**config.mk**
```make
export PLATFORM = sky130hd
export DESIGN_NAME = tnsk_scan
export DESIGN_NICKNAME = d
export VERILOG_FILES = /design/src/rtl/assert_macros.svh /design/src/rtl/tnsk_pkg.sv /design/src/rtl/tnsk_scan.sv
export SDC_FILE = /design/constraint.sdc
export NUM_CORES = 1
export LEC_CHECK = 0
export ABC_CLOCK_PERIOD_IN_PS = 19200
export BUFFER_PORTS_ARGS = -buffer_cell sky130_fd_sc_hd__buf_2
export CAP_MARGIN = 25
export CORE_UTILIZATION = 45
export CTS_CLUSTER_DIAMETER = 200
export DETAILED_ROUTE_END_ITERATION = 16
export GPL_TIMING_DRIVEN = 1
export MAX_ROUTING_LAYER = met4
export PLACE_DENSITY_LB_ADDON = 0.15
export SLEW_MARGIN = 5
export SYNTH_ARGS = -nofsm -noshare
export SYNTH_HDL_FRONTEND = slang
export SYNTH_SLANG_ARGS = --single-unit
export TNS_END_PERCENT = 10
```
**constraint.sdc**
```tcl
create_clock -name clk_i -period 19.2 [get_ports clk_i]
set_clock_uncertainty 0.05 [all_clocks]
set_input_delay 1.92 -clock clk_i [delete_from_list [all_inputs] [get_ports clk_i]]
set_output_delay 1.92 -clock clk_i [all_outputs]
set_load 0.02 [all_outputs]
```
**src/rtl/assert_macros.svh**
```systemverilog
// assertion macros for the rtl core
// depends on nothing; included by topk_newest_slot_keeper_core.sv, which carries concurrent checks
`ifndef ASSERT_MACROS_SVH
`define ASSERT_MACROS_SVH

// clocked check, disabled while the active-low reset is asserted
`define TNSK_ASSERT(lbl, clk, rst_n, prop, msg) \
  lbl: assert property (@(posedge clk) disable iff (!rst_n) prop) else $error(msg);

// clocked check that also runs during reset
`define TNSK_ASSERT_ALWAYS(lbl, clk, prop, msg) \
  lbl: assert property (@(posedge clk) prop) else $error(msg);

`endif

```
**src/rtl/tnsk_pkg.sv**
```systemverilog
// package for the top-k newest slot keeper
// holds shared widths and default constants; no dependencies
package tnsk_pkg;

  localparam int unsigned SlotsDefault = 256;
  localparam int unsigned StampW       = 64;
  localparam int unsigned CapW         = 9;
  localparam int unsigned SlotOutW     = 8;
  localparam logic [CapW-1:0] CapReset = CapW'(256);

endpackage

```
**src/rtl/tnsk_scan.sv**
```systemverilog
// minimum scan over the first count entries of the stamp ram
// depends on tnsk_pkg; drives the ram read port, one entry per cycle
module tnsk_scan
  import tnsk_pkg::*;
#(
  parameter int unsigned Slots = SlotsDefault,
  localparam int unsigned IdxW = (Slots > 1) ? $clog2(Slots) : 1,
  localparam int unsigned CntW = $clog2(Slots + 1)
) (
  input  logic              clk_i,
  input  logic              rst_ni,
  input  logic              start_i,
  input  logic [CntW-1:0]   count_i,
  output logic [IdxW-1:0]   raddr_o,
  input  logic [StampW-1:0] rdata_i,
  output logic              done_o,
  output logic [IdxW-1:0]   min_slot_o,
  output logic [StampW-1:0] min_stamp_o
);

  typedef enum logic {SC_IDLE, SC_RUN} scan_state_e;

  scan_state_e       state_q;
  logic [IdxW-1:0]   rd_idx_q;
  logic [IdxW-1:0]   last_q;
  logic              dvalid_q;
  logic [IdxW-1:0]   didx_q;
  logic              done_q;
  logic [IdxW-1:0]   min_slot_q;
  logic [StampW-1:0] min_stamp_q;
  logic              take_new;

  // first entry always loads; later ones only when strictly smaller (lowest slot wins ties)
  assign take_new = (didx_q == '0) || ($signed(rdata_i) < $signed(min_stamp_q));

  always_ff @(posedge clk_i or negedge rst_ni) begin
    if (!rst_ni) begin
      state_q  <= SC_IDLE;
      rd_idx_q <= '0;
      last_q   <= '0;
      dvalid_q <= 1'b0;
      didx_q   <= '0;
      done_q   <= 1'b0;
    end else begin
      // read data shows up in the cycle after each address of the run
      dvalid_q <= (state_q == SC_RUN);
      done_q   <= dvalid_q && (didx_q == last_q);
      case (state_q)
        SC_IDLE: begin
          if (start_i) begin
            rd_idx_q <= '0;
            last_q   <= IdxW'(count_i - CntW'(1));
            state_q  <= SC_RUN;
          end
        end
        SC_RUN: begin
          didx_q   <= rd_idx_q;
          if (rd_idx_q == last_q) begin
            state_q <= SC_IDLE;
          end else begin
            rd_idx_q <= rd_idx_q + IdxW'(1);
          end
        end
        default: state_q <= SC_IDLE;
      endcase
    end
  end

  always_ff @(posedge clk_i) begin
    if (dvalid_q && take_new) begin
      min_stamp_q <= rdata_i;
      min_slot_q  <= didx_q;
    end
  end

  assign raddr_o     = rd_idx_q;
  assign done_o      = done_q;
  assign min_slot_o  = min_slot_q;
  assign min_stamp_o = min_stamp_q;

endmodule

```
Word-level counts from Yosys, hierarchy flattened

Cells that the tools add are included.

Flip-flop bits (word level): 99
Bits in latches: 0
Memory bits (writable): 0
Memory bits (read-only): 0
Input bits: 76
Output and inout port bits: 81
Logic and storage cells: 28
Memories: 0

Add/subtract/negate cells: 2
Multipliers: 0
Divide/modulo/power cells: 0
$lt $le $gt $ge: 1
Equal/unequal tests: 4
Shift-type cells: 0
Mux-type cells: 6
Bitwise operators: 1
Reductions and logical operators: 6

Operator list:

| operator                                          | number |
|---|---|
| < comparator 64 bit                               | 1 |
| == test 8 bit                                     | 2 |
| two-way mux 8 bit                                 | 2 |
| case mux 8 bit (2 select lines)                   | 1 |
| adder 8 x 1 -> 8 bit (second input constant)      | 1 |
| logical NOT 8 bit                                 | 1 |
| subtractor 8 x 1 -> 8 bit (second input constant) | 1 |
| != test 2 bit (second input constant)             | 2 |
| AND reduction 2 bit                               | 2 |
| logical AND 1 bit                                 | 2 |
| two-way mux 1 bit                                 | 2 |
| case mux 1 bit (2 select lines)                   | 1 |
| logical OR 1 bit                                  | 1 |
| inverter 1 bit                                    | 1 |

Longest topological paths before layout

Gate-level depths: netlist of run 1.

Depth in word-level cells: 3
Depth in mapped cells: 8
Gate-level depth less buffers: 8

Worst setup path before layout of run 1

No wires, ideal clock.

Path kind: input-to-reg
Start: input port rdata_i[11]
End: register min_slot_q[0], in the netlist min_slot_o[0] (enable)
Library setup time: 542 ps
Arrival: 7425 ps
Path slack: 11183 ps
Stages on the path: 7
Buffers on the path: 0
Cells stage by stage: ha_1 > a21oi_2 > o21ai_1 > a2111o_1 > a2111o_1 > o2111a_1 > nor4_2

Cells in the longest elaborated chain, start to end: 3

Ends and longest elaborated chain:

| element              | line            | text |
|---|---|---|
| from (decl)          | tnsk_scan.sv:15 | `input logic [StampW-1:0] rdata_i,` |
| < comparator 64 bit  | tnsk_scan.sv:34 | `assign take_new = (didx_q == '0) \|\| ($signed(rdata_i) < $signed(min_stamp_q));` |
| logical OR 1 bit     | tnsk_scan.sv:34 |  |
| logical AND 1 bit    | tnsk_scan.sv:70 | `if (dvalid_q && take_new) begin` |
| to (signal assigned) | tnsk_scan.sv:72 | `min_slot_q <= didx_q;` |
| to (decl)            | tnsk_scan.sv:29 | `logic [IdxW-1:0] min_slot_q;` |

No other way between the ends.
A chain may end at the register's enable or synchronous reset.

Worst setup path in the final report of run 1

Start: input port rdata_i[9]
End: register min_stamp_q[62], in the netlist min_stamp_o[62] (enable)

Cells in the longest elaborated chain, start to end: 3

Ends and longest elaborated chain:

| element              | line            | text |
|---|---|---|
| < comparator 64 bit  | tnsk_scan.sv:34 |  |
| logical OR 1 bit     | tnsk_scan.sv:34 |  |
| logical AND 1 bit    | tnsk_scan.sv:70 |  |
| to (signal assigned) | tnsk_scan.sv:71 | `min_stamp_q <= rdata_i;` |
| to (decl)            | tnsk_scan.sv:30 | `logic [StampW-1:0] min_stamp_q;` |

No other way between the ends.

==> results of run 1 <==
[sequential cells by signal, summed over array words and instances, names as in the netlist]
signal	flops
didx_q	8
state_q	1
done_o	1
min_slot_o	8
raddr_o	8
last_q	8
min_stamp_o	64
dvalid_q	1
[power groups by stage]
stage | Clock, mW | Combinational [mW] | Sequential (mW)
floorplan | 0 | 0.244 | 0.560
global placement | 0 | 0.512 | 0.442
detailed placement | 0 | 0.523 | 0.447
CTS | 0.186 | 0.526 | 0.444
global route | 0.196 | 0.579 | 0.459
finish | 0.183 | 0.516 | 0.442
[cell type report]
| class | count | area [um^2] |
|---|---|---|
| clock inverter | 3 | 16.3 |
| inverter | 70 | 263 |
| fill | 966 | 4590 |
| sequential | 99 | 2840 |
| timing repair buffer | 157 | 791 |
| clock buffer | 13 | 287 |
| tap | 140 | 175 |
| multi-input combinational | 258 | 2030 |
[cell families after synthesis]
| family | count (synthesis) | share of synthesized area [%] |
|---|---|---|
| xor gates and xnor gates | 24 | 4.09 |
| buffers and inverters | 74 | 5.41 |
| DFF | 99 | 55.3 |
| and+or+nand+nor | 87 | 8.84 |
| AOI/OAI and AO/OA | 74 | 8.80 |
| adders and majority gates | 65 | 15.8 |
| muxes | 8 | 1.75 |
[how the worst max path moves through the flow]
stage / end / depth (start not counted) / slack (ns) / startpoint
4_1_cts: min_stamp_o[47] / 9 / 14.00 / rdata_i[11]
3_3_place_gp: min_stamp_o[42] / 9 / 13.68 / rdata_i[11]
6_report: min_stamp_o[62] / 9 / 14.06 / rdata_i[9]
2_1_floorplan: min_slot_o[0] / 7 / 11.18 / rdata_i[11]
5_1_grt: min_stamp_o[47] / 9 / 13.88 / rdata_i[11]
3_5_place_dp: min_stamp_o[40] / 9 / 13.64 / rdata_i[11]
[critical path, stage by stage]
cell,delay [ns]
buf_2,0.11
ha_1,0.31
a21oi_1,0.16
o21ai_1,0.08
a2111o_1,0.41
a2111o_1,0.45
o2111a_1,0.30
nor4_4,0.80
buf_4,0.53
[stage by stage]
stage               util [%]  setup WS (ns)
floorplan                  -          11.18
global placement        55.5          13.68
finish                  58.2          14.06
CTS                     58.2          14.00
detailed placement      55.5          13.64
global route            58.2          13.88
[cell usage in the layout (no fill, tap or decap), types with 7 or more instances in the layout]
cell,n
a21o_1,7
a21oi_1,21
buf_2,155
clkbuf_16,11
dfrtp_1,27
edfxtp_1,72
ha_1,65
inv_1,70
mux2_2,8
nand2_1,26
nand3_1,11
nand4_1,10
nor2_1,12
o21ai_0,29
xnor2_1,19
[per-layer routing]
metal	part of all wire (%)	global-route usage [%]	vias to the layer above
li1	-	-	1866
met1	45	23.9	1739
met2	48	32.2	95
met3	5.5	4.30	8
met4	1.2	7.24	0
met5	0	-	-
==> impl_metrics.csv, run 1 <==
group,metric,value,unit
critical_path,crit_required,19.14,ns
cts,cts-hold-fix-buffers,0,
critical_path,r2r-start,"min_stamp_o[9]",
finish,num_antenna_cells,0,
finish,synthToLayoutAreaGrowth,24.6,%
die,die-area,11800,um^2
cts,cts_resized,0,
die,die_w,109,um
route,final_antenna_net_count,0,
logic_synthesis,ys_async_sr_fraction,27.3,%
pwr,combPwrFrac,45.2,%
cts,clock-sinks,99,
outcome,outcome,"completed",
global_routing,track_usage,19.7,%
sta,slew-limit-headroom,35.2,%
logic_synthesis,syn_area_per_cell,11.9,um^2
cts,cts_buffer_depth,2,
global_routing,first_global_vias,3692,
pwr,seqPwrFrac,38.8,%
route,routed_via_density,5.01,
cts,numCtsBuffers,9,
worst_hold_path,whs_path_depth,0,
place,gp_congestion,0.775,
sta,tns,0,ns
sta,timing.hold.ws,0.481,ns
sta,rsz0062_at_grt,"false",
logic_synthesis,synth_top_cell_by_area,"edfxtp_1",
critical_path,cp.arrival,5.08,ns
global_routing,grt_pass1_wl,17100,um
pwr,power.switching,0.477,mW
die,rows,38,
place,hpwl,8440,um
finish,nets,736,
logic_synthesis,ys_warn_count,0,
pwr,cellLeakagePower,3.12,nW
pwr,peakVddDrop,0.0756,mV
route,drtIter0Drc,169,
finish,instances_no_fill,740,
place,dp.cells,724,
pwr,power.internal,0.665,mW
logic_synthesis,synth_flop_cell,"edfxtp_1",
cts,clkTransAtPathRegs,0.07,ns
logic_synthesis,synth_top_area_share,42.1,%
sta,hold_viol_final,0,
flow_run,cap_violations,0,
critical_path,reg2reg_to,"min_stamp_o[62]",
logic_synthesis,synth_edf_count,72,
route,vias,3708,
die,start_util,46.8,%
pwr,p_total,1.14,mW
die,die_h,109,um
critical_path,r2r_cells,9,
logic_synthesis,syn_nets,572,
critical_path,ff2ff_setup_slack,15.37,ns
sta,drv_slew,0,
die,io_pins,157,
logic_synthesis,syn_area,5130,um^2
place,portBuffers,155,
logic_synthesis,synth_cells,431,
logic_synthesis,synth.most_common_cell,"edfxtp_1",
pwr,p_sw_share,41.8,%
pwr,clkPwrFrac,16.0,%
cts,cts_setup_buffers,0,
sta,tightest_slew,0.965,ns
logic_synthesis,ys_ff_latch,99,
finish,stdcell_area,6400,um^2
global_routing,grt_max_degree,32,
route,route.detailed.drc,0,
critical_path,worstSetupPathType,"in2reg",
sta,setup_viol,0,
pwr,p_per_area,178,nW/um^2
sta,post-route-min-period,5.14,ns
place,place_area,6090,um^2
critical_path,cp-end-kind,"flip-flop",
logic_synthesis,synthTopCellsByCount,"edfxtp_1, inv_1, ha_1",
sta,period_share,26.8,%
route,first_pass_iters,5,
cts,root_buffer,"clkbuf_16",
global_routing,grt_antenna_before_repair,0,
sta,fmax,195,MHz
finish,drive_above_1_share,30.5,%
route,routedWlPerCell,14.6,um
logic_synthesis,ys_types,37,
cts,cts_tree,"done",
cts,htree_levels,3,
logic_synthesis,seq_area_frac_synth,55.3,%
critical_path,crit_fanout,31,
route,drt-total-wl,10800,um
critical_path,cp-start-kind,"primary input",
worst_hold_path,whs_endpoint,"min_slot_o[3]",
logic_synthesis,ys_top_cells_by_area,"edfxtp_1, ha_1, dfrtp_1",
worst_hold_path,hp-start,"didx_q[3]",
global_routing,overflow,0,
worst_hold_path,min_path_type,"reg2reg",
die,core_area,11000,um^2
cts,insertion_delay,0.34,ns
No activity file was read; power rests on OpenSTA's default activity.
==> run 2, diff against run 1 <==
--- a/config.mk
+++ b/config.mk
@@ -5,7 +5,7 @@
 export SDC_FILE = /design/constraint.sdc
 export NUM_CORES = 1
 export LEC_CHECK = 0
-export ABC_CLOCK_PERIOD_IN_PS = 19200
+export ABC_CLOCK_PERIOD_IN_PS = 4450
 export BUFFER_PORTS_ARGS = -buffer_cell sky130_fd_sc_hd__buf_2
 export CAP_MARGIN = 25
 export CORE_UTILIZATION = 45
==> constraint.sdc (replaced) <==
create_clock -name clk_i -period 4.45 [get_ports clk_i]
set_clock_uncertainty 0.05 [all_clocks]
set_input_delay 0.445 -clock clk_i [delete_from_list [all_inputs] [get_ports clk_i]]
set_output_delay 0.445 -clock clk_i [all_outputs]
set_load 0.02 [all_outputs]
==> run 2 against run 1 <==
Compared with the run above: first-iteration DRC count is 29% lower; critical endpoint is now min_stamp_o[13]; count of clock-buffer cells in the layout is 1 higher; largest power group unchanged; cell count stayed put; largest cell class unchanged; critical path type is now reg2reg; worst hold slack got worse by 0.43 ns; via count increased by 0.38%; combinational power increased to 4.4 times the previous value.
==> impl_metrics.csv, run 2 (synthesized netlist as in run 1, its figures left out) <==
group,metric,value,unit
route,first_pass_iters,4,
global_routing,grt_max_degree,59,
finish,most-common-layout-cells,"buf_2, edfxtp_1, inv_1",
cts,cts_resized,0,
sta,tns,0,ns
global_routing,grt_pass1_wl,17400,um
pwr,cellLeakagePower,3.15,nW
cts,clock-sinks,99,
pwr,power.switching,2.08,mW
route,final_antenna_net_count,0,
critical_path,cp-end-kind,"flip-flop",
sta,period_share,69.7,%
die,die_h,109,um
finish,num_antenna_cells,0,
place,place_area,6120,um^2
finish,synthToLayoutAreaGrowth,26.2,%
route,drtIter0Drc,120,
pwr,clkPwrFrac,17.6,%
critical_path,cp-start-kind,"flip-flop",
place,portBuffers,155,
cts,clkTransAtPathRegs,0.07,ns
critical_path,worstSetupPathType,"reg2reg",
finish,n_fill_cell,957,
pwr,p_per_area,781,nW/um^2
sta,slew-limit-headroom,40.3,%
critical_path,slowest_stage,"a2111o_1",
global_routing,track_usage,20.0,%
die,die-area,11800,um^2
place,gp_congestion,0.787,
cts,cts_buffer_depth,2,
sta,fmax,322,MHz
die,core_area,11000,um^2
critical_path,crit_chain,"inv_1, ha_1, nand4_1, inv_1, a2111o_1, a2111o_1, o2111a_1, nor4_4, buf_12",
die,die_w,109,um
finish,drive_above_1_share,31.2,%
die,start_util,46.8,%
cts,cts_tree,"done",
critical_path,crit_fanout,58,
critical_path,critPathBufInv,3,
sta,setup_viol,0,
outcome,outcome,"completed",
cts,cts_setup_buffers,0,
pwr,power.internal,2.98,mW
flow_run,cap_violations,0,
global_routing,overflow,0,
global_routing,grt_antenna_before_repair,0,
place,pre_cts_ws,1.17,ns
global_routing,first_global_vias,3651,
route,vias,3722,
pwr,combPwrFrac,44.8,%
route,drt-total-wl,10800,um
route,routed_via_density,5.03,
critical_path,crit_required,4.42,ns
route,route.detailed.drc,0,
die,io_pins,157,
finish,layout_commonest_cell,"buf_2",
cts,insertion_delay,0.35,ns
cts,root_buffer,"clkbuf_16",
critical_path,r2r_cells,9,
route,routedWlPerCell,14.7,um
sta,hold_viol_final,0,
finish,stdcell_area,6480,um^2
pwr,peakVddDrop,0.325,mV
critical_path,path_delay_family,"compound AO/OA/AOI/OAI gates",
cts,numCtsBuffers,9,
sta,post-route-min-period,3.10,ns
sta,tightest_slew,0.889,ns
finish,nets,736,
pwr,seqPwrFrac,37.6,%
pwr,p_total,5.06,mW
place,hpwl,8330,um
critical_path,cp.arrival,3.07,ns
finish,largest_reg_flops,64,
cts,cts-hold-fix-buffers,0,
critical_path,crit_cells,9,
critical_path,crit_path_max_incr_delay,0.41,ns
sta,drv_slew,0,
die,rows,38,
worst_hold_path,min_path_type,"in2async",
pwr,p_sw_share,41.2,%
sta,rsz0062_at_grt,"false",
cts,htree_levels,3,
sta,setup_ws,1.35,ns
==> run 2: changes by cell type in the layout (fill, tap and decap cells not counted), sizes merged <==
cell / before / now
clkbuf: 13 / 14
clkinv: 2 / 1
==> run 2: power groups by stage <==
stage | clock [mW] | sequential, mW | combinational [mW]
2_1_floorplan | 0 | 2.38 | 1.07
5_1_grt | 0.940 | 1.98 | 2.56
3_5_place_dp | 0 | 1.93 | 2.29
6_report | 0.890 | 1.90 | 2.26
4_1_cts | 0.908 | 1.91 | 2.31
3_3_place_gp | 0 | 1.90 | 2.25
==> run 2: worst register-to-register path, delay by kind of cell, from the launching register on <==
kind / cells / cell delay (ns)
AOI/OAI and AO/OA: 3 / 1.10
adders and majority gates: 1 / 0.23
buffers and inverters: 3 / 0.46
DFF: 1 / 0.40
and+or+nand+nor: 2 / 0.49
==> run 2: final timing paths <==
check                           startpoint               to  slack (ns)
min in group clk_i             rdata_i[51]  min_stamp_o[51]        0.24
max in group asynchronous           rst_ni        didx_q[4]        3.90
max                        min_stamp_o[15]  min_stamp_o[13]        1.35
max reg2reg                min_stamp_o[15]  min_stamp_o[13]        1.35
min reg2reg                      didx_q[7]    min_slot_o[7]        0.48
min                                 rst_ni       raddr_o[6]        0.05
==> run 2: final cells by class <==
class	instances	area, um^2	share of cell area, %
tap	140	175	2.70
clock buffer	14	339	5.23
clock inverter	2	15.0	0.232
timing repair buffer	157	803	12.4
multi-input combinational	258	2050	31.6
sequential	99	2840	43.8
inverter	70	263	4.06
==> run 2: layer usage <==
metal | vias to the layer above | GRT usage [%] | routed length (um)
li1 | 1882 | - | -
met1 | 1723 | 24.3 | 4890
met2 | 100 | 32.7 | 5170
met3 | 17 | 3.53 | 541
met4 | 0 | 8.98 | 236
met5 | - | - | 0
==> run 2: stage by stage <==
step / hold WS, ns / util (%) / cells
6_report: 0.0515 / 59.0 / 740
4_1_cts: 0.0569 / 59.0 / 740
2_1_floorplan: 0.0994 / - / 431
5_1_grt: 0.0977 / 59.0 / 740
3_5_place_dp: 0.440 / 55.8 / 724
3_3_place_gp: 0.432 / 55.8 / 724
==> run 3, diff against run 2 <==
--- a/config.mk
+++ b/config.mk
@@ -5,7 +5,7 @@
 export SDC_FILE = /design/constraint.sdc
 export NUM_CORES = 1
 export LEC_CHECK = 0
-export ABC_CLOCK_PERIOD_IN_PS = 4450
+export ABC_CLOCK_PERIOD_IN_PS = 3000
 export BUFFER_PORTS_ARGS = -buffer_cell sky130_fd_sc_hd__buf_2
 export CAP_MARGIN = 25
 export CORE_UTILIZATION = 45
==> constraint.sdc (replaced) <==
create_clock -name clk_i -period 3 [get_ports clk_i]
set_clock_uncertainty 0.05 [all_clocks]
set_input_delay 0.3 -clock clk_i [delete_from_list [all_inputs] [get_ports clk_i]]
set_output_delay 0.3 -clock clk_i [all_outputs]
set_load 0.02 [all_outputs]
==> run 3 against run 2 <==
Compared with the run above: the run now ends with setup timing left; routed wire length rose by 3.8%; cell count rose by 1.8%; setup slack got worse by 1.4 ns; non-clock buffer count rose by 13; sequential power rose by 49%; combinational power rose by 72%; cell area rose by 2.8%; largest cell class unchanged.
==> impl_metrics.csv, run 3 (synthesized netlist as in run 1, its figures left out) <==
group,metric,value,unit
die,die_h,109,um
critical_path,cp-start-kind,"flip-flop",
global_routing,grt_max_degree,28,
route,routedWlPerCell,15.0,um
finish,num_antenna_cells,0,
critical_path,slowest_stage,"a2111o_1",
global_routing,overflow,0,
flow_run,cap_violations,0,
critical_path,cp.arrival,3.00,ns
finish,drive_above_1_share,33.6,%
global_routing,first_global_vias,3832,
critical_path,crit_chain,"inv_1, ha_4, nand4_1, inv_1, a2111o_1, a2111o_1, o2111a_1, nor4_4, buf_4, buf_12",
sta,period_share,100,%
finish,regArea,2840,um^2
place,gp_congestion,0.782,
route,route.detailed.drc,0,
pwr,p_per_area,1180,nW/um^2
critical_path,crit_path_max_incr_delay,0.42,ns
worst_hold_path,min_path_type,"in2reg",
place,pre_cts_ws,-0.0731,ns
critical_path,worstSetupPathType,"reg2reg",
critical_path,crit_fanout,16,
cts,htree_levels,3,
sta,post-route-min-period,3.00,ns
sta,fmax,333,MHz
pwr,peakVddDrop,0.564,mV
critical_path,crit_required,3.00,ns
sta,drv_slew,0,
place,place_area,6230,um^2
sta,hold_viol_final,0,
worst_hold_path,hp-start,"rdata_i[42]",
finish,most-common-layout-cells,"buf_2, edfxtp_1, inv_1",
die,core_area,11000,um^2
global_routing,track_usage,20.5,%
critical_path,critPathBufInv,4,
finish,synthToLayoutAreaGrowth,29.8,%
route,routed_via_density,4.96,
die,rows,38,
sta,setup_ws,-0.00402,ns
route,vias,3732,
critical_path,cp-startpoint,"min_stamp_o[14]",
sta,slew-limit-headroom,59.0,%
sta,tightest_slew,0.615,ns
critical_path,path_delay_family,"compound AO/OA/AOI/OAI gates",
finish,nets,749,
route,final_antenna_net_count,0,
die,die_w,109,um
finish,largest_reg_flops,64,
cts,clkTransAtPathRegs,0.07,ns
cts,cts_tree,"done",
cts,root_buffer,"clkbuf_16",
cts,numCtsBuffers,9,
route,drt-total-wl,11300,um
die,start_util,46.8,%
finish,layout_commonest_cell,"buf_2",
place,hpwl,8880,um
cts,insertion_delay,0.34,ns
finish,instances_no_fill,753,
place,portBuffers,155,
outcome,outcome,"finished, violations left",
die,die-area,11800,um^2
global_routing,grt_antenna_before_repair,0,
finish,n_fill_cell,945,
cts,clock-sinks,99,
finish,stdcell_area,6660,um^2
finish,multi_input_area,2120,um^2
sta,rsz0062_at_grt,"true",
critical_path,r2r-start,"min_stamp_o[14]",
place,dp.cells,733,
route,drtIter0Drc,124,
route,first_pass_iters,4,
finish,final_util,60.7,%
global_routing,grt_pass1_wl,18000,um
critical_path,cp-end-kind,"flip-flop",
outcome,violations,"setup timing",
cts,cts_buffer_depth,2,
pwr,cellLeakagePower,3.21,nW
die,io_pins,157,
sta,setup_viol,7,
-- run 3: cell type report --
| cell class | count | share of cell area [%] |
|---|---|---|
| clock buffer | 13 | 3.96 |
| clock inverter | 3 | 0.300 |
| inverter | 70 | 3.94 |
| multi-input combinational | 258 | 31.9 |
| sequential | 99 | 42.6 |
| tap | 140 | 2.63 |
| timing repair buffer | 170 | 14.7 |
-- run 3: stage by stage --
step | total power [mW] | hold slack (ns) | setup TNS [ns]
5_1_grt | 8.47 | 0.0904 | -6.34
4_1_cts | 7.71 | 0.0897 | 0
3_5_place_dp | 6.56 | 0.291 | -3.16
3_3_place_gp | 6.43 | 0.284 | -0.0873
6_report | 7.84 | 0.0970 | -0.0258
2_1_floorplan | 5.00 | -0.0456 | -132.82
-- run 3: what timing repair did --
item | in CTS | in global routing
pin swaps | 1 | 1
endpoints found under the setup margin | 56 | 72
hold endpoints to repair | 27 | 0
hold buffers | 1 | 0
resized for setup | 0 | 9
cloned | 0 | 2
setup buffers | 1 | 0
-- run 3: layer usage --
layer | wire length (um) | vias to the layer above | GRT usage [%]
met5 | 0 | - | -
met4 | 128 | 0 | 7.53
met3 | 465 | 7 | 2.99
met2 | 5720 | 91 | 35.1
met1 | 4950 | 1739 | 24.5
li1 | - | 1895 | -
-- run 3: worst paths after layout --
path / endpoint / slack, ns / cells after the start
worst max-delay path: min_stamp_o[27] / -0.004 / 10
worst min-delay path: min_stamp_o[42] / 0.1 / 1
worst max register to register: min_stamp_o[27] / -0.004 / 10
worst min register to register: min_slot_o[2] / 0.47 / 0
max in group asynchronous: didx_q[1] / 2.05 / 2
min in group asynchronous: raddr_o[6] / 0.45 / 2
-- run 3: power by group --
| group | switching, mW | internal (mW) | total (mW) |
|---|---|---|---|
| clock network | 0.492 | 0.620 | 1.11 |
| logic | 2.26 | 1.64 | 3.89 |
| registers | 0.443 | 2.39 | 2.83 |
| total | 3.19 | 4.65 | 7.84 |
